**config.mk**
```make
export PLATFORM = sky130hd
export DESIGN_NAME = rle_dense_rank_detector_top_flat
export DESIGN_NICKNAME = d
export VERILOG_FILES = /design/src/hdl/rdr_pkg.sv /design/src/hdl/rdr_if.sv /design/src/hdl/rdr_run_tracker.sv /design/src/hdl/rdr_column_alloc.sv /design/src/hdl/rle_dense_rank_detector_top.sv /design/src/flat_wrapper.sv
export SDC_FILE = /design/constraint.sdc
export NUM_CORES = 2
export LEC_CHECK = 0
export ABC_AREA = 1
export BUFFER_PORTS_ARGS = -buffer_cell sky130_fd_sc_hd__buf_2
export CAP_MARGIN = 20
export CORE_ASPECT_RATIO = 0.75
export CORE_MARGIN = 2
export CORE_UTILIZATION = 61
export DETAILED_ROUTE_END_ITERATION = 7
export PLACE_DENSITY = 0.81
export SYNTH_ARGS = -nofsm -noshare
export SYNTH_HDL_FRONTEND = slang
export SYNTH_SLANG_ARGS = --single-unit
```
**constraint.sdc**
```tcl
create_clock -name clk -period 6.8 [get_ports clk]
set_input_delay 0.34 -clock clk [delete_from_list [all_inputs] [get_ports clk]]
set_output_delay 0.34 -clock clk [all_outputs]
set_load 0.02 [all_outputs]
```
**src/hdl/rdr_pkg.sv**
```systemverilog
`timescale 1ns / 1ps

package rdr_pkg;

  localparam int unsigned DEF_MAX_COLUMNS = 65536;
  localparam int unsigned DEF_ROW_BITS    = 32;

  localparam int unsigned DATA_W    = 32;
  localparam int unsigned COL_W     = 16;
  localparam int unsigned ACC_W     = 48;
  localparam int unsigned SPARSE_W  = 17;
  localparam int unsigned CFG_IDX_W = 2;

  typedef enum logic [CFG_IDX_W-1:0] {
    REG_N_ROWS          = 2'd0,
    REG_DENSE_THRESHOLD = 2'd1
  } cfg_reg_t;

  typedef struct packed {
    logic [DATA_W-1:0] n_rows;
    logic [DATA_W-1:0] dense_threshold;
  } rdr_cfg_t;

  // One finished column or one rejected entry, between the two stages.
  typedef struct packed {
    logic              reject;
    logic [COL_W-1:0]  column;
    logic [DATA_W-1:0] best_rank;
    logic [DATA_W-1:0] best_run;
  } col_rec_t;

endpackage

```
**src/hdl/rdr_if.sv**
```systemverilog
`timescale 1ns / 1ps

interface rdr_entry_if;
  import rdr_pkg::*;
  logic              valid;
  logic              ready;
  logic [DATA_W-1:0] rank;
  logic [DATA_W-1:0] run_length;
  modport source(output valid, rank, run_length, input ready);
  modport sink(input valid, rank, run_length, output ready);
endinterface

interface rdr_cfg_if;
  import rdr_pkg::*;
  logic                 valid;
  logic                 ready;
  logic [CFG_IDX_W-1:0] index;
  logic [DATA_W-1:0]    data;
  modport source(output valid, index, data, input ready);
  modport sink(input valid, index, data, output ready);
endinterface

interface rdr_result_if;
  import rdr_pkg::*;
  logic                valid;
  logic                ready;
  logic                status;
  logic [COL_W-1:0]    column_index;
  logic                is_dense;
  logic [DATA_W-1:0]   dense_rank_value;
  logic [DATA_W-1:0]   longest_run;
  logic [DATA_W-1:0]   explicit_rows;
  logic [ACC_W-1:0]    store_offset;
  logic [COL_W-1:0]    dense_slot;
  logic [ACC_W-1:0]    total_explicit;
  logic [SPARSE_W-1:0] sparse_columns;
  modport source(output valid, status, column_index, is_dense, dense_rank_value,
                 longest_run, explicit_rows, store_offset, dense_slot,
                 total_explicit, sparse_columns, input ready);
  modport sink(input valid, status, column_index, is_dense, dense_rank_value,
               longest_run, explicit_rows, store_offset, dense_slot,
               total_explicit, sparse_columns, output ready);
endinterface

```
**src/hdl/rdr_run_tracker.sv**
```systemverilog
`timescale 1ns / 1ps

module rdr_run_tracker #(
  parameter int unsigned MAX_COLUMNS = rdr_pkg::DEF_MAX_COLUMNS,
  parameter int unsigned ROW_BITS    = rdr_pkg::DEF_ROW_BITS
) (
  input  logic             clk,
  input  logic             rst,
  input  rdr_pkg::rdr_cfg_t cfg,
  rdr_entry_if.sink        entry,
  output logic             rec_valid,
  output rdr_pkg::col_rec_t rec,
  input  logic             rec_ready
);
  import rdr_pkg::*;

  localparam int unsigned MC_W  = $clog2(MAX_COLUMNS + 1);
  localparam int unsigned CMP_W = (COL_W + 1 > MC_W) ? COL_W + 1 : MC_W;

  // input register
  logic                a_valid;
  logic [DATA_W-1:0]   a_rank;
  logic [ROW_BITS-1:0] a_len;

  // column state
  logic [ROW_BITS-1:0] rows_so_far;
  logic [ROW_BITS-1:0] merged_run;
  logic [DATA_W-1:0]   previous_rank;
  logic                previous_valid;
  logic [ROW_BITS-1:0] best_run;
  logic [DATA_W-1:0]   best_rank;
  logic [COL_W-1:0]    column_count;

  logic                rec_space;
  logic                a_fire;
  logic [ROW_BITS-1:0] rows;
  logic [ROW_BITS:0]   total;
  logic                over;
  logic                done;
  logic                emit;
  logic [ROW_BITS-1:0] merged_run_next;
  logic                better;
  logic [ROW_BITS-1:0] best_run_next;
  logic [DATA_W-1:0]   best_rank_next;
  logic [CMP_W-1:0]    col_wide;
  logic [COL_W-1:0]    column_count_next;
  col_rec_t            rec_next;

  assign rec_space   = !rec_valid || rec_ready;
  assign a_fire      = a_valid && rec_space;
  assign entry.ready = !a_valid || a_fire;

  always_ff @(posedge clk) begin
    if (rst) begin
      a_valid <= 1'b0;
    end else if (entry.ready) begin
      a_valid <= entry.valid;
    end
    if (entry.valid && entry.ready) begin
      a_rank <= entry.rank;
      a_len  <= entry.run_length[ROW_BITS-1:0];
    end
  end

  always_comb begin
    rows            = cfg.n_rows[ROW_BITS-1:0];
    total           = {1'b0, rows_so_far} + {1'b0, a_len};
    over            = total > {1'b0, rows};
    done            = !over && (total[ROW_BITS-1:0] == rows);
    emit            = over || done;
    merged_run_next = (previous_valid && (a_rank == previous_rank)) ?
                      merged_run + a_len : a_len;
    better          = merged_run_next > best_run;
    best_run_next   = better ? merged_run_next : best_run;
    best_rank_next  = better ? a_rank : best_rank;
    col_wide        = CMP_W'(column_count) + CMP_W'(1);
    column_count_next = (col_wide >= CMP_W'(MAX_COLUMNS)) ? '0 : col_wide[COL_W-1:0];
    rec_next.reject = over;
    rec_next.column = column_count;
    rec_next.best_rank = over ? '0 : best_rank_next;
    rec_next.best_run  = over ? '0 : DATA_W'(best_run_next);
  end

  always_ff @(posedge clk) begin
    if (rst) begin
      rows_so_far    <= '0;
      merged_run     <= '0;
      previous_rank  <= '0;
      previous_valid <= 1'b0;
      best_run       <= '0;
      best_rank      <= '0;
      column_count   <= '0;
    end else if (a_fire && !over) begin
      if (done) begin
        rows_so_far    <= '0;
        merged_run     <= '0;
        previous_rank  <= '0;
        previous_valid <= 1'b0;
        best_run       <= '0;
        best_rank      <= '0;
        column_count   <= column_count_next;
      end else begin
        rows_so_far    <= total[ROW_BITS-1:0];
        merged_run     <= merged_run_next;
        previous_rank  <= a_rank;
        previous_valid <= 1'b1;
        best_run       <= best_run_next;
        best_rank      <= best_rank_next;
      end
    end
  end

  always_ff @(posedge clk) begin
    if (rst) begin
      rec_valid <= 1'b0;
    end else if (rec_space) begin
      rec_valid <= a_fire && emit;
    end
    if (a_fire && emit) begin
      rec <= rec_next;
    end
  end

endmodule

```
**src/hdl/rdr_column_alloc.sv**
```systemverilog
`timescale 1ns / 1ps

module rdr_column_alloc #(
  parameter int unsigned ROW_BITS = rdr_pkg::DEF_ROW_BITS
) (
  input  logic              clk,
  input  logic              rst,
  input  rdr_pkg::rdr_cfg_t cfg,
  input  logic              rec_valid,
  input  rdr_pkg::col_rec_t rec,
  output logic              rec_ready,
  rdr_result_if.source      result
);
  import rdr_pkg::*;

  logic [SPARSE_W-1:0] sparse_count;
  logic [COL_W-1:0]    dense_count;
  logic [ACC_W-1:0]    compact_accum;
  logic [ACC_W-1:0]    explicit_accum;

  logic                b_fire;
  logic [DATA_W-1:0]   rows;
  logic                dense;
  logic [DATA_W-1:0]   expl;
  logic [SPARSE_W-1:0] sparse_count_next;
  logic [ACC_W-1:0]    explicit_accum_next;

  assign rec_ready = !result.valid || result.ready;
  assign b_fire    = rec_valid && rec_ready;

  always_comb begin
    rows  = DATA_W'(cfg.n_rows[ROW_BITS-1:0]);
    dense = rec.best_run > cfg.dense_threshold;
    expl  = dense ? rows - rec.best_run : rows;
    sparse_count_next   = dense ? sparse_count : sparse_count + SPARSE_W'(1);
    explicit_accum_next = explicit_accum + ACC_W'(expl);
  end

  always_ff @(posedge clk) begin
    if (rst) begin
      sparse_count   <= '0;
      dense_count    <= '0;
      compact_accum  <= '0;
      explicit_accum <= '0;
    end else if (b_fire && !rec.reject) begin
      sparse_count   <= sparse_count_next;
      explicit_accum <= explicit_accum_next;
      if (dense) begin
        dense_count   <= dense_count + COL_W'(1);
        compact_accum <= compact_accum + ACC_W'(expl);
      end
    end
  end

  always_ff @(posedge clk) begin
    if (rst) begin
      result.valid <= 1'b0;
    end else if (rec_ready) begin
      result.valid <= rec_valid;
    end
    if (b_fire) begin
      result.column_index <= rec.column;
      if (rec.reject) begin
        result.status           <= 1'b1;
        result.is_dense         <= 1'b0;
        result.dense_rank_value <= '0;
        result.longest_run      <= '0;
        result.explicit_rows    <= '0;
        result.store_offset     <= '0;
        result.dense_slot       <= '0;
        result.total_explicit   <= '0;
        result.sparse_columns   <= '0;
      end else begin
        result.status           <= 1'b0;
        result.is_dense         <= dense;
        result.dense_rank_value <= rec.best_rank;
        result.longest_run      <= rec.best_run;
        result.explicit_rows    <= expl;
        result.store_offset     <= dense ? compact_accum : ACC_W'(sparse_count);
        result.dense_slot       <= dense ? dense_count : '0;
        result.total_explicit   <= explicit_accum_next;
        result.sparse_columns   <= sparse_count_next;
      end
    end
  end

endmodule

```
**src/hdl/rle_dense_rank_detector_top.sv**
```systemverilog
`timescale 1ns / 1ps

// Dense-rank detector: accepts one run-length entry (rank, run_length) per clock while
// the output is not stalled, and merges equal-rank neighbours into runs, tracking the
// longest run of each column of n_rows rows. A finished column, or an entry that would
// overshoot n_rows, yields one result after passing the input register, the record
// register and the result register; all other entries yield none. The column state is
// updated in the run tracker; the dense/sparse allocation and running sums follow in a
// second stage and the result register holds each result until it is taken. Register
// writes are registered and are expected only while no entry is in flight.

module rle_dense_rank_detector_top #(
  parameter int unsigned MAX_COLUMNS = rdr_pkg::DEF_MAX_COLUMNS,
  parameter int unsigned ROW_BITS    = rdr_pkg::DEF_ROW_BITS
) (
  input  logic         clk,
  input  logic         rst,
  rdr_entry_if.sink    entry,
  rdr_cfg_if.sink      cfg,
  rdr_result_if.source result
);
  import rdr_pkg::*;

  rdr_cfg_t cfg_regs;
  logic     rec_valid;
  logic     rec_ready;
  col_rec_t rec;

  assign cfg.ready = 1'b1;

  always_ff @(posedge clk) begin
    if (rst) begin
      cfg_regs.n_rows          <= DATA_W'(1);
      cfg_regs.dense_threshold <= '0;
    end else if (cfg.valid) begin
      unique case (cfg.index)
        REG_N_ROWS:          cfg_regs.n_rows          <= cfg.data;
        REG_DENSE_THRESHOLD: cfg_regs.dense_threshold <= cfg.data;
        default: ;
      endcase
    end
  end

  rdr_run_tracker #(
    .MAX_COLUMNS(MAX_COLUMNS),
    .ROW_BITS   (ROW_BITS)
  ) u_run_tracker (
    .clk      (clk),
    .rst      (rst),
    .cfg      (cfg_regs),
    .entry    (entry),
    .rec_valid(rec_valid),
    .rec      (rec),
    .rec_ready(rec_ready)
  );

  rdr_column_alloc #(
    .ROW_BITS(ROW_BITS)
  ) u_column_alloc (
    .clk      (clk),
    .rst      (rst),
    .cfg      (cfg_regs),
    .rec_valid(rec_valid),
    .rec      (rec),
    .rec_ready(rec_ready),
    .result   (result)
  );

endmodule

```
**src/flat_wrapper.sv**
```systemverilog
// flat-port wrapper written by rule: the top's interface ports become plain ports
module rle_dense_rank_detector_top_flat import rdr_pkg::*;
#(
  parameter int unsigned MAX_COLUMNS = rdr_pkg::DEF_MAX_COLUMNS,
  parameter int unsigned ROW_BITS    = rdr_pkg::DEF_ROW_BITS
)
  (clk, rst, entry_valid, entry_rank, entry_run_length, entry_ready, cfg_valid, cfg_index, cfg_data, cfg_ready, result_valid, result_status, result_column_index, result_is_dense, result_dense_rank_value, result_longest_run, result_explicit_rows, result_store_offset, result_dense_slot, result_total_explicit, result_sparse_columns, result_ready);
  rdr_entry_if entry_i ();
  rdr_cfg_if cfg_i ();
  rdr_result_if result_i ();
  input  logic clk;
  input  logic rst;
  input wire logic [$bits(entry_i.valid)-1:0] entry_valid;
  input wire logic [$bits(entry_i.rank)-1:0] entry_rank;
  input wire logic [$bits(entry_i.run_length)-1:0] entry_run_length;
  output wire logic [$bits(entry_i.ready)-1:0] entry_ready;
  input wire logic [$bits(cfg_i.valid)-1:0] cfg_valid;
  input wire logic [$bits(cfg_i.index)-1:0] cfg_index;
  input wire logic [$bits(cfg_i.data)-1:0] cfg_data;
  output wire logic [$bits(cfg_i.ready)-1:0] cfg_ready;
  output wire logic [$bits(result_i.valid)-1:0] result_valid;
  output wire logic [$bits(result_i.status)-1:0] result_status;
  output wire logic [$bits(result_i.column_index)-1:0] result_column_index;
  output wire logic [$bits(result_i.is_dense)-1:0] result_is_dense;
  output wire logic [$bits(result_i.dense_rank_value)-1:0] result_dense_rank_value;
  output wire logic [$bits(result_i.longest_run)-1:0] result_longest_run;
  output wire logic [$bits(result_i.explicit_rows)-1:0] result_explicit_rows;
  output wire logic [$bits(result_i.store_offset)-1:0] result_store_offset;
  output wire logic [$bits(result_i.dense_slot)-1:0] result_dense_slot;
  output wire logic [$bits(result_i.total_explicit)-1:0] result_total_explicit;
  output wire logic [$bits(result_i.sparse_columns)-1:0] result_sparse_columns;
  input wire logic [$bits(result_i.ready)-1:0] result_ready;
  assign entry_i.valid = entry_valid;
  assign entry_i.rank = entry_rank;
  assign entry_i.run_length = entry_run_length;
  assign entry_ready = entry_i.ready;
  assign cfg_i.valid = cfg_valid;
  assign cfg_i.index = cfg_index;
  assign cfg_i.data = cfg_data;
  assign cfg_ready = cfg_i.ready;
  assign result_valid = result_i.valid;
  assign result_status = result_i.status;
  assign result_column_index = result_i.column_index;
  assign result_is_dense = result_i.is_dense;
  assign result_dense_rank_value = result_i.dense_rank_value;
  assign result_longest_run = result_i.longest_run;
  assign result_explicit_rows = result_i.explicit_rows;
  assign result_store_offset = result_i.store_offset;
  assign result_dense_slot = result_i.dense_slot;
  assign result_total_explicit = result_i.total_explicit;
  assign result_sparse_columns = result_i.sparse_columns;
  assign result_i.ready = result_ready;
  rle_dense_rank_detector_top #(.MAX_COLUMNS(MAX_COLUMNS), .ROW_BITS(ROW_BITS)) u_core (.clk(clk), .rst(rst), .entry(entry_i), .cfg(cfg_i), .result(result_i));
endmodule
```
# Word-level counts from Yosys, hierarchy flattened

Cells that the tools add are included.

Register bits after elaboration: 761
Input port bits: 103
Word-level logic and storage cells: 86

$add $sub $neg: 8
Order comparisons: 4
Equal/unequal tests: 3
Mux-type cells: 14
Bitwise operators: 1
Reduce and logical (&&, ||, !) cells: 23

Operators with widths:

| operator                | count |
|---|---|
| $mux W32                | 9 |
| $add A48 B32 Y48        | 2 |
| $eq A32 B32 Y1          | 2 |
| $gt A32 B32 Y1          | 2 |
| $mux W17                | 2 |
| $add A32 B32 Y33        | 1 |
| $gt A33 B32 Y1          | 1 |
| $add A32 B32 Y32        | 1 |
| $sub A32 B32 Y32        | 1 |
| $add A16 B1 Y17 const B | 1 |
| $add A17 B1 Y17 const B | 1 |
| $ge A17 B17 Y1 const B  | 1 |
| $add A16 B1 Y16 const B | 1 |
| $mux W16                | 1 |
| $logic_and A1 B1 Y1     | 8 |
| $reduce_and A2 Y1       | 4 |
| $logic_not A1 Y1        | 5 |
| $logic_or A1 B1 Y1      | 4 |
| $eq A2 B1 Y1 const B    | 1 |
| $logic_not A2 Y1        | 1 |
| $mux W1                 | 2 |
| $reduce_or A2 Y1        | 1 |
| $not A1 Y1              | 1 |

# Logic depth before layout (Yosys ltp)

Depth in word-level cells: 6
Mapped depth: 35

# Hierarchy

A second synthesis with hierarchy kept.

Cells, all modules: 6681
Area, all modules: 47155.2 sq um

Modules (own cells, without submodules):

| module                      | times used | cells an instance | area an instance (sq um) | sequential area each (sq um) |
|---|---|---|---|---|
| rdr_column_alloc            | 1          | 3456              | 24328.3                  | 9899.5 |
| rdr_run_tracker             | 1          | 2811              | 20045.5                  | 7937.6 |
| rle_dense_rank_detector_top | 1          | 414               | 2781.4                   | 1281.2 |

# Worst setup path after synthesis

OpenSTA, ideal clock, no wires.

Path kind: reg-to-reg
From: reg u_core.u_column_alloc.result.valid
To: reg u_core.u_column_alloc.result.column_index[0], enable pin
Arrival: 5.246 ns
Data required time: 6.205 ns
Slack: 0.959 ns
Stages on the path, launching flop included: 4
Path buffers: 0
Period minus slack after synthesis: 5.841 ns
Path through: dfxtp_1 -> nand2_1 -> nand2_1 -> inv_1

Cells in the longest elaborated chain, start to end: 3

Ends and longest elaborated chain:

| element                          | RTL line               | text |
|---|---|---|
| from (decl)                      | rdr_if.sv:37           | `modport source(output valid, status, column_index, is_dense, dense_rank_value,` |
| from (signal assigned)           | rdr_column_alloc.sv:59 | `result.valid <= rec_valid;` |
| $logic_not A1 Y1                 | rdr_column_alloc.sv:28 | `assign rec_ready = !result.valid \|\| result.ready;` |
| $logic_or A1 B1 Y1               | rdr_column_alloc.sv:28 |  |
| $logic_and A1 B1 Y1              | rdr_column_alloc.sv:29 | `assign b_fire = rec_valid && rec_ready;` |
| net u_core.u_column_alloc.b_fire | rdr_column_alloc.sv:21 | `logic b_fire;` |
| to (signal assigned)             | rdr_column_alloc.sv:62 | `result.column_index <= rec.column;` |
| to (decl)                        | rdr_if.sv:37           |  |

The timed path passes the listed nets, and every way through them passes these cells.
A chain may end at the register's enable or synchronous reset.

# Final worst setup path

From: reg, netlist name u_core.u_run_tracker.rec[25]
To: reg u_core.u_column_alloc.compact_accum[38]

Cells in the longest elaborated chain, start to end: 3

Ends and longest elaborated chain:

| element                            | RTL line               | text |
|---|---|---|
| $gt A32 B32 Y1                     | rdr_column_alloc.sv:33 | `dense = rec.best_run > cfg.dense_threshold;` |
| $mux W32                           | rdr_column_alloc.sv:34 | `expl = dense ? rows - rec.best_run : rows;` |
| net u_core.u_column_alloc.expl[24] | rdr_column_alloc.sv:24 | `logic [DATA_W-1:0] expl;` |
| $add A48 B32 Y48                   | rdr_column_alloc.sv:50 | `compact_accum <= compact_accum + ACC_W'(expl);` |
| to (signal assigned)               | rdr_column_alloc.sv:50 |  |
| to (decl)                          | rdr_column_alloc.sv:18 | `logic [ACC_W-1:0] compact_accum;` |

The timed path passes the listed nets, and every way through them passes these cells.

==> results.sh <==
export IMPL_die_area_sq_um=75700
export IMPL_clk_pin_slew_worst_paths_ps=70
export IMPL_synthCells=6074
export IMPL_yosysMostFrequentCell="nand2_1"
export IMPL_cts_root_buf="clkbuf_16"
export IMPL_ant_nets=0
export IMPL_reg2reg_setup_slack_ps=710
export IMPL_worst_setup_path_end_kind="flop"
export IMPL_hold_path_class="in -> reg"
export IMPL_cts_root_to_sink_buffers=3
export IMPL_final_setup_viol_count=0
export IMPL_fin_skew_ps=42.1
export IMPL_ys_top_cells_by_count="nand2_1 (1707), inv_1 (877), a21oi_1 (621), nor2_1 (593), edfxtp_1 (388)"
export IMPL_synth_cell_type_count=49
export IMPL_r2r_end="u_core.u_column_alloc.compact_accum[38]"
export IMPL_globalplace_congestion=1.01
export IMPL_syn_cell_area_sq_um=44900
export IMPL_io_pins=349
export IMPL_fp_dieW_microns=317
export IMPL_relSlewSlack_pct=21.6
export IMPL_h_tree_depth=3
export IMPL_area_growth_pct=13.3
export IMPL_vias=43400
export IMPL_cp_start_kind="flop"
export IMPL_antenna_found_initial=5
export IMPL_r2r_cells=23
export IMPL_dp_slack_ps=1030
export IMPL_synth_area_top_cells="edfxtp_1 (26%), dfxtp_1 (17%), nand2_1 (14%)"
export IMPL_worstPathArrival_ps=6550
export IMPL_clock_fmax_ghz=0.164
export IMPL_run_status="completed"
export IMPL_grt_ovfl_total=0
export IMPL_crit_required_ps=7260
export IMPL_power_mw=12.8
export IMPL_insertion_delay_ps=660
export IMPL_grt_setup_unrepaired="false"
export IMPL_ir_worst_vdd_mv=0.200
export IMPL_maxCapViolations=0
export IMPL_synth_largest_area_cell="edfxtp_1"
export IMPL_setup_ws_ps=714
export IMPL_row_count=86
export IMPL_drive_above_1_share_pct=8.51
export IMPL_first_global_vias=39600
export IMPL_fin_crit_ps=6090
export IMPL_hold_violations=0
export IMPL_fin_setup_tns_ps=0
export IMPL_drtIter0Drc=5508
export IMPL_drcViolationCount=0
export IMPL_post_route_util_pct=69.4
export IMPL_yosys_warnings=0
export IMPL_port_buffers=347
export IMPL_cts_sinks=761
export IMPL_ys_flop_type="edfxtp_1"
export IMPL_nFillCells=5949
export IMPL_grt_util_all_layers_pct=39.4
export IMPL_leakage_nw=22.6
export IMPL_crit_fanout=43
export IMPL_fin_nets=6802
export IMPL_worstSetupStartpoint="u_core.u_run_tracker.rec[25]"
export IMPL_grt_max_degree=182
export IMPL_period_share_pct=89.5
export IMPL_dp_cells=7246
export IMPL_endpoint="u_core.u_column_alloc.compact_accum[38]"
export IMPL_powerDensity_nw_per_um2=252
export IMPL_grt_first_pass_wirelength_mm=229
export IMPL_hpwl_mm=115
export IMPL_synth_edff_count=388
export IMPL_wl_per_cell_microns=20.4
export IMPL_syn_area_per_cell_sq_um=7.38
export IMPL_ys_seq_elements=761
export IMPL_synth_top_area_share_pct=26.0
export IMPL_start_util_pct=61.3
export IMPL_vias_per_cell=5.80
export IMPL_ys_seq_area_share_pct=42.6
export IMPL_drt_total_wl_mm=153
export IMPL_final_max_slew_violation_count=0
export IMPL_finalNonFillerCells=7475
export IMPL_cts_buffers_inserted=76
export IMPL_syn_num_nets=6440
export IMPL_worst_slew_pin_slew_ps=1180
export IMPL_cts_tree="built"
export IMPL_die_h_microns=239
export IMPL_coreArea_sq_um=73200
export IMPL_dr_pass1_iters=8
export IMPL_r2r_start="u_core.u_run_tracker.rec[25]"
export IMPL_crit_type="reg -> reg"
export IMPL_async_flop_share_pct=0
## worst min-delay path by stage
| stage | end | depth (start not counted) | from |
|---|---|---|---|
| 2_1_floorplan | u_core.u_column_alloc.result.column_index[0] | 0 | u_core.u_run_tracker.rec[64] |
| 5_1_grt | u_core.cfg_regs[0] | 3 | cfg_data[0] |
| 4_1_cts | u_core.cfg_regs[20] | 3 | cfg_data[20] |
| 3_5_place_dp | u_core.u_column_alloc.result.column_index[6] | 0 | u_core.u_run_tracker.rec[70] |
| 6_report | u_core.cfg_regs[60] | 3 | cfg_data[28] |
| 3_3_place_gp | u_core.u_column_alloc.result.column_index[6] | 0 | u_core.u_run_tracker.rec[70] |
## registers in the layout (all words and copies together) (netlist names), 48 cells and up
register                                     flops
u_core.u_column_alloc.compact_accum             48
u_core.u_column_alloc.result.total_explicit     48
u_core.u_column_alloc.explicit_accum            48
u_core.cfg_regs                                 64
u_core.u_column_alloc.result.store_offset       48
u_core.u_run_tracker.rec                        81
## through the flow
step / instance area [sq um] / hold WS [ps]
5_1_grt: 50800 / 37.4
2_1_floorplan: 44900 / 400
6_report: 50800 / 30.8
3_5_place_dp: 47400 / 406
4_1_cts: 50800 / 8.96
3_3_place_gp: 47400 / 402
## worst max-delay path: stages (launching register included)
cell and delay [ps]:
edfxtp_1 500, ha_1 350, a21oi_1 140, o21ai_0 100
a21oi_1 240, o21a_1 330, nand2_1 120, nand2_2 280
buf_4 330, inv_2 370, o21ai_0 800, inv_1 250
ha_1 470, nand2_1 110, nor2_1 110, inv_1 70
o21ai_0 580, a21oi_1 140, nand3_1 230, nand2_1 80
nand2_1 80, nand2_1 60, nand2_1 70, a21oi_1 60
## final cells by class
class | count | area [sq um] | area share (%)
Tap cell | 968 | 1210 | 2.38
Antenna cell | 7 | 17.5 | 0.0345
Inverter | 887 | 3340 | 6.57
Clock buffer | 94 | 2070 | 4.08
Timing Repair Buffer | 463 | 2910 | 5.73
Sequential cell | 761 | 19100 | 37.6
Multi-Input combinational cell | 4247 | 21600 | 42.5
Clock inverter | 48 | 544 | 1.07
## cells in the final DEF (no fill, tap or decap), drive strengths merged, types with 59 or more instances in the layout
master,netlist,layout
dfxtp,373,373
nand2,1714,1714
clkbuf,109,94
nor2,597,597
dlygate4sd3,0,79
xor2,102,102
a21oi,621,621
ha,258,258
xnor2,59,59
inv,885,889
o21ai,286,286
edfxtp,388,388
nand4,72,72
nor3,66,66
buf,70,384
nand3,248,248
## timing repair
item,CTS,global route
buffers inserted,0,0
endpoints found under the setup margin,0,0
hold endpoints to repair,86,0
gates resized for setup,0,0
hold buffers,79,0
## power by group
group	internal [mW]	switching, mW
clock network	2.51	1.95
logic	0.868	2.18
registers	5.14	0.164
## cells by family after synthesis
| kind of cell | synth area share [%] |
|---|---|
| AO/OA/AOI/OAI | 12.2 |
| XOR/XNOR | 3.14 |
| adder cells (fa/ha/maj) | 7.42 |
| buffers and inverters | 9.29 |
| flip-flops | 42.6 |
| other | 0.00836 |
| AND/OR/NAND/NOR | 25.4 |
## layer usage
metal  vias to the layer above  part of all wire, %  global-route usage (%)
met1                     20200                   44                    60.1
li1                      20400                    -                       -
met3                       268                   12                    9.03
met4                         2                  2.7                    10.7
met5                         -                0.010                       0
met2                      2541                   41                    55.6
(Power assumes the default switching activity.)
